## config.mk

```make
export PLATFORM = sky130hd
export DESIGN_NAME = acdfa_ctrl
export DESIGN_NICKNAME = d
export VERILOG_FILES = /design/src/acdfa_pkg.sv /design/src/acdfa_ctrl.sv
export SDC_FILE = /design/constraint.sdc
export NUM_CORES = 1
export LEC_CHECK = 0
export ABC_AREA = 0
export BUFFER_PORTS_ARGS = -buffer_cell sky130_fd_sc_hd__buf_2
export CAP_MARGIN = 10
export CORE_AREA = 2 2 39 41
export CTS_CLUSTER_DIAMETER = 150
export CTS_CLUSTER_SIZE = 16
export DETAILED_ROUTE_END_ITERATION = 16
export DIE_AREA = 0 0 41 43
export GPL_ROUTABILITY_DRIVEN = 0
export HOLD_SLACK_MARGIN = 0.05
export MAX_ROUTING_LAYER = met4
export SYNTH_ARGS = -nofsm -noshare
export SYNTH_HDL_FRONTEND = slang
export SYNTH_SLANG_ARGS = --single-unit
```

## constraint.sdc

```tcl
create_clock -name clk -period 1.7 [get_ports clk]
set_input_delay 0.17 -clock clk [delete_from_list [all_inputs] [get_ports clk]]
set_output_delay 0.17 -clock clk [all_outputs]
set_load 0.005 [all_outputs]
```

## src/acdfa_pkg.sv

```systemverilog
// Shared types and constants for the Aho-Corasick DFA scanner.
// Used by the controller, the datapath, the top level and the testbench; no dependencies.
package acdfa_pkg;

	localparam int NUM_STATES = 1024;
	localparam int STATE_W    = 10;
	localparam int ALPHABET   = 256;

	localparam logic [1:0] MODE_TRANS = 2'd0;
	localparam logic [1:0] MODE_ATTR  = 2'd1;
	localparam logic [1:0] MODE_SCAN  = 2'd2;

	localparam logic [1:0] OUT_NONE  = 2'd0;
	localparam logic [1:0] OUT_MATCH = 2'd1;
	localparam logic [1:0] OUT_NUL   = 2'd2;

	localparam logic [7:0] HIGH_BYTE = 8'd128;

	typedef enum logic [2:0] {
		ST_IDLE,
		ST_DECODE,
		ST_RD_NXT,
		ST_CHK,
		ST_WALK,
		ST_OUT
	} state_t;

	// controller -> datapath
	typedef struct packed {
		logic take;   // capture input item
		logic load;   // write the table selected by the item's mode
		logic early;  // apply a scan byte decided without table reads
		logic rd_nxt; // latch transition target and previous state's attributes
		logic chk;    // decide on the new state's attributes
		logic walk;   // check one fail-chain state
		logic post;   // move the finished result into the output register
	} cmd_t;

	// datapath -> controller
	typedef struct packed {
		logic is_scan;
		logic is_load;
		logic early;     // scan byte decided without table reads
		logic early_out; // early case produces a result
		logic reread;    // new state fell back to 0, read its attributes
		logic more;      // fail chain continues
		logic res;       // finished step produces a result
	} sts_t;

endpackage

```

## src/acdfa_ctrl.sv

```systemverilog
// Controller state machine for the scanner.
// Depends on acdfa_pkg.
module acdfa_ctrl (
	input  logic              clk,
	input  logic              arst_n,
	input  logic              in_valid,
	output logic              in_ready,
	output logic              out_valid,
	input  logic              out_ready,
	input  acdfa_pkg::sts_t   sts,
	output acdfa_pkg::cmd_t   cmd
);
	acdfa_pkg::state_t state_q, state_d;
	logic              out_valid_q;

	always_ff @(posedge clk or negedge arst_n) begin
		if (!arst_n) begin
			state_q <= acdfa_pkg::ST_IDLE;
			out_valid_q <= 1'b0;
		end else begin
			state_q <= state_d;
			out_valid_q <= cmd.post | (out_valid_q & ~out_ready);
		end
	end

	always_comb begin
		state_d = state_q;
		unique case (state_q)
			acdfa_pkg::ST_IDLE: begin
				if (in_valid) state_d = acdfa_pkg::ST_DECODE;
			end
			acdfa_pkg::ST_DECODE: begin
				priority if (sts.is_scan && !sts.early) state_d = acdfa_pkg::ST_RD_NXT;
				else if (sts.is_scan && sts.early_out) state_d = acdfa_pkg::ST_OUT;
				else state_d = acdfa_pkg::ST_IDLE;
			end
			acdfa_pkg::ST_RD_NXT: state_d = acdfa_pkg::ST_CHK;
			acdfa_pkg::ST_CHK: begin
				priority if (sts.reread) state_d = acdfa_pkg::ST_CHK;
				else if (sts.more) state_d = acdfa_pkg::ST_WALK;
				else if (sts.res) state_d = acdfa_pkg::ST_OUT;
				else state_d = acdfa_pkg::ST_IDLE;
			end
			acdfa_pkg::ST_WALK: begin
				priority if (sts.more) state_d = acdfa_pkg::ST_WALK;
				else if (sts.res) state_d = acdfa_pkg::ST_OUT;
				else state_d = acdfa_pkg::ST_IDLE;
			end
			acdfa_pkg::ST_OUT: begin
				if (!out_valid_q || out_ready) state_d = acdfa_pkg::ST_IDLE;
			end
			default: state_d = acdfa_pkg::ST_IDLE;
		endcase
	end

	always_comb begin
		cmd = '0;
		in_ready = 1'b0;
		unique case (state_q)
			acdfa_pkg::ST_IDLE: begin
				in_ready = 1'b1;
				cmd.take = in_valid;
			end
			acdfa_pkg::ST_DECODE: begin
				cmd.load = sts.is_load;
				cmd.early = sts.is_scan & sts.early;
			end
			acdfa_pkg::ST_RD_NXT: cmd.rd_nxt = 1'b1;
			acdfa_pkg::ST_CHK: cmd.chk = 1'b1;
			acdfa_pkg::ST_WALK: cmd.walk = 1'b1;
			// hold the result until the output register is free
			acdfa_pkg::ST_OUT: cmd.post = ~out_valid_q | out_ready;
			default: ;
		endcase
	end

	assign out_valid = out_valid_q;
endmodule

```

==> reports/metrics.csv <==
stage,metric,value,unit
clock_network,clk buf depth,2,
setup_path,Buf/Inv on CP,1,
worst_hold_path,Min-Delay Path Class,input pin to register,
power_and_ir_drop,Pwr Total,0.595,mW
power_and_ir_drop,logic gate share of total power,45.2,%
flow_run,Max Cap Viol,0,
clock_network,CTS Sinks,4,
sta,Final Max Tran Viols,0,
setup_path,Crit path max-delay family,flip-flops,
setup_path,crit-path max cell delay,0.50,ns
synth,"count leader, synth",dfrtp_1,
synth,top_reg_cell synth,dfrtp_1,
layout,area of the multi-input gates,181,µm²
setup_path,Crit Path Max Fanout,11,
die,Starting Density,23.3,%
grt,Total GRT Usage,9.73,%
setup_path,crit path cell chain,"nor3b_2, and3_1, buf_2",
setup_path,Setup CP Type,register to output port,
die,core area,0.00138,mm²
synth,#FFs+latches synth,4,
layout,Final Core Density,31.6,%
synth,"Seq/Total Area, Yosys",31.0,%
grt,GR Overflow Total,0,
synth,Yosys top cell area share,31.0,%
layout,layout cells sized above 1,42.9,%
synth,Post-synth EDFFs,0,
sta,Final Cycle Share,87.8,%
placed_design,PortBufs,19,
synth,synth cell count leaders,"dfrtp_1, buf_6, nand2_1",
drt,DRT Pass-1 Iters,4,
sta,minimum clock period,1.49,ns
placed_design,detailed placement HPWL,580,µm
sta,unrepaired setup endpoints after global routing,no,
synth,syn nets,47,
clock_network,Worst-Skew Late Latency,0.23,ns
drt,Antenna Nets Post-Route,0,
die,I/O pin count,20,
clock_network,CTS tree,done,
power_and_ir_drop,Internal,0.367,mW
drt,final wirelength,757,µm
sta,Slew HR,78.4,%
setup_path,slowest cell on the critical path,dfrtp_1,
synth,Mapped Area,323,µm²
setup_path,crit start category,register,
synth,largest area contributor in the netlist,dfrtp_1,
sta,setup TNS,0,ns
drt,routed vias,333,
clock_network,H-tree level count,1,
layout,antenna cell count,0,
setup_path,critical path arrival,1.32,ns
power_and_ir_drop,Reg power frac,35.4,%
clock_network,clock-pin slew on the worst setup and hold paths,0.04,ns
sta,Worst Tran Pin Value,0.323,ns
layout,Sequential cell area,100,µm²
power_and_ir_drop,Sw Ratio,38.4,%
power_and_ir_drop,leakage power,0.239,nW
outcome,status,"complete, no violations",
sta,Achievable Freq,670,MHz
power_and_ir_drop,worst vdd ir,394,µV
grt,antenna violations before repair,0,
sta,Clock Skew,0.00551,ns
clock_network,post_cts resized,0,
die,full die area,0.00176,mm²
synth,Post-Syn Instances,36,
die,Std-Cell Rows,14,
setup_path,Worst Path Required,1.53,ns
drt,Residual DRC,0,
layout,Layout Nets,69,
layout,Fill cells,155,
grt,largest net degree at the start of global routing,12,
sta,final setup fails,0,
setup_path,Worst Setup End Kind,output port,
drt,DR WL/cell,10.5,µm
die,Chip Width,41,µm
power_and_ir_drop,switching power,0.229,mW
drt,Initial DRC Count,6,
drt,via/cell ratio,4.63,
grt,first-pass GRT wire length,1150,µm
synth,Synth cell types,23,
clock_network,CTS root buffer,clkbuf_4,
sta,Final Hold Fails,0,
power_and_ir_drop,clock power share,19.4,%
layout,synthesis-to-layout area growth,35.3,%
synth,syn avg cell area,8.97,µm²
power_and_ir_drop,PwrDens,1360,mW/mm²
grt,number of global-route vias before repair,286,
synth,yosys warns,0,
die,chip height,43,µm
synth,top post-synthesis cells by area,"dfrtp_1, buf_6, and2_1",
clock_network,CTS Buf Count,3,
synth,"FFs w/ async S/R, synth",100,%
==> repair_timing <==
item,CTS,global route
setup buffers,0,0
endpoints found under the hold margin,4,0
hold buffers,1,0
==> tightest hold or removal path, cell delays in order <==
cell and delay [ns]:
buf_2 0.09, nand2_1 0.05, o211ai_1 0.07
==> cell usage in the layout (no fill, tap or decap) <==
cell,n
a22oi_1,1
dlygate4sd3_1,1
nor3b_1,1
and2_1,2
o22ai_1,2
and3b_1,1
o211ai_1,1
buf_2,19
nand2b_1,2
a22o_1,1
and3_1,1
nor3b_2,1
nand2_1,3
clkbuf_4,3
and4bb_2,1
o21ai_0,1
inv_1,2
a21oi_1,1
nor3_1,2
nor2_1,1
nor2b_1,2
dfrtp_1,4
mux2i_1,1
or4_1,1
nand3b_1,1
==> state kept, by name (all words and copies together) (netlist names) <==
name,cells
out_valid,1
state_q,3
==> power by group through the flow <==
stage	Clock, mW	Combinational [mW]	Sequential, mW
floorplan	0	0.277	0.153
global placement	0	0.269	0.207
detailed placement	0	0.269	0.211
CTS	0.120	0.273	0.210
global route	0.126	0.312	0.223
finish	0.115	0.269	0.211
==> final timing paths <==
path / start / end / slack, ns / cells past startpoint
max in group asynchronous: arst_n / state_q[1]$_DFFE_PN0P_ / 1.31 / 2
setup reg to reg: state_q[0]$_DFFE_PN0P_ / state_q[0]$_DFFE_PN0P_ / 0.40 / 3
hold reg to reg: out_valid$_DFF_PN0_ / out_valid$_DFF_PN0_ / 0.55 / 2
setup / recovery: state_q[0]$_DFFE_PN0P_ / cmd[4] / 0.21 / 3
hold / removal: sts[3] / state_q[2]$_DFFE_PN0P_ / 0.20 / 3
min in group asynchronous: arst_n / state_q[0]$_DFFE_PN0P_ / 0.27 / 2
==> cell families (layout without fill, tap and decap cells) <==
group / after synthesis / after routing / synth area share (%)
compound gates: 7 / 7 / 14.3
buf+inv: 5 / 25 / 12.8
flops: 4 / 4 / 31.0
mux: 1 / 1 / 3.10
simple gates: 19 / 19 / 38.8
==> area by class of cell <==
cell class	count	share of cell area, %
sequential	4	22.9
clock buffer	3	5.16
multi-input combinational	27	41.5
timing repair buffer	20	24.1
tap	16	4.58
inverter	2	1.72
==> stage by stage <==
step	hold slack (ns)	cell area [µm²]	setup slack, ns	instances
3_3_place_gp	-0.0205	404	0.423	68
3_5_place_dp	-0.0224	404	0.415	68
4_1_cts	0.180	437	0.206	72
2_1_floorplan	-0.126	323	0.457	36
6_report	0.196	437	0.207	72
5_1_grt	0.210	437	0.108	72
==> routing by layer <==
layer,vias to the layer above,wire length [µm],GRT usage (%)
met1,144,374,16.1
met3,0,86,2.62
met2,16,295,9.69
li1,173,-,-
met4,0,0,6.00
met5,-,0,-
Power figures use the tool's default switching activity.
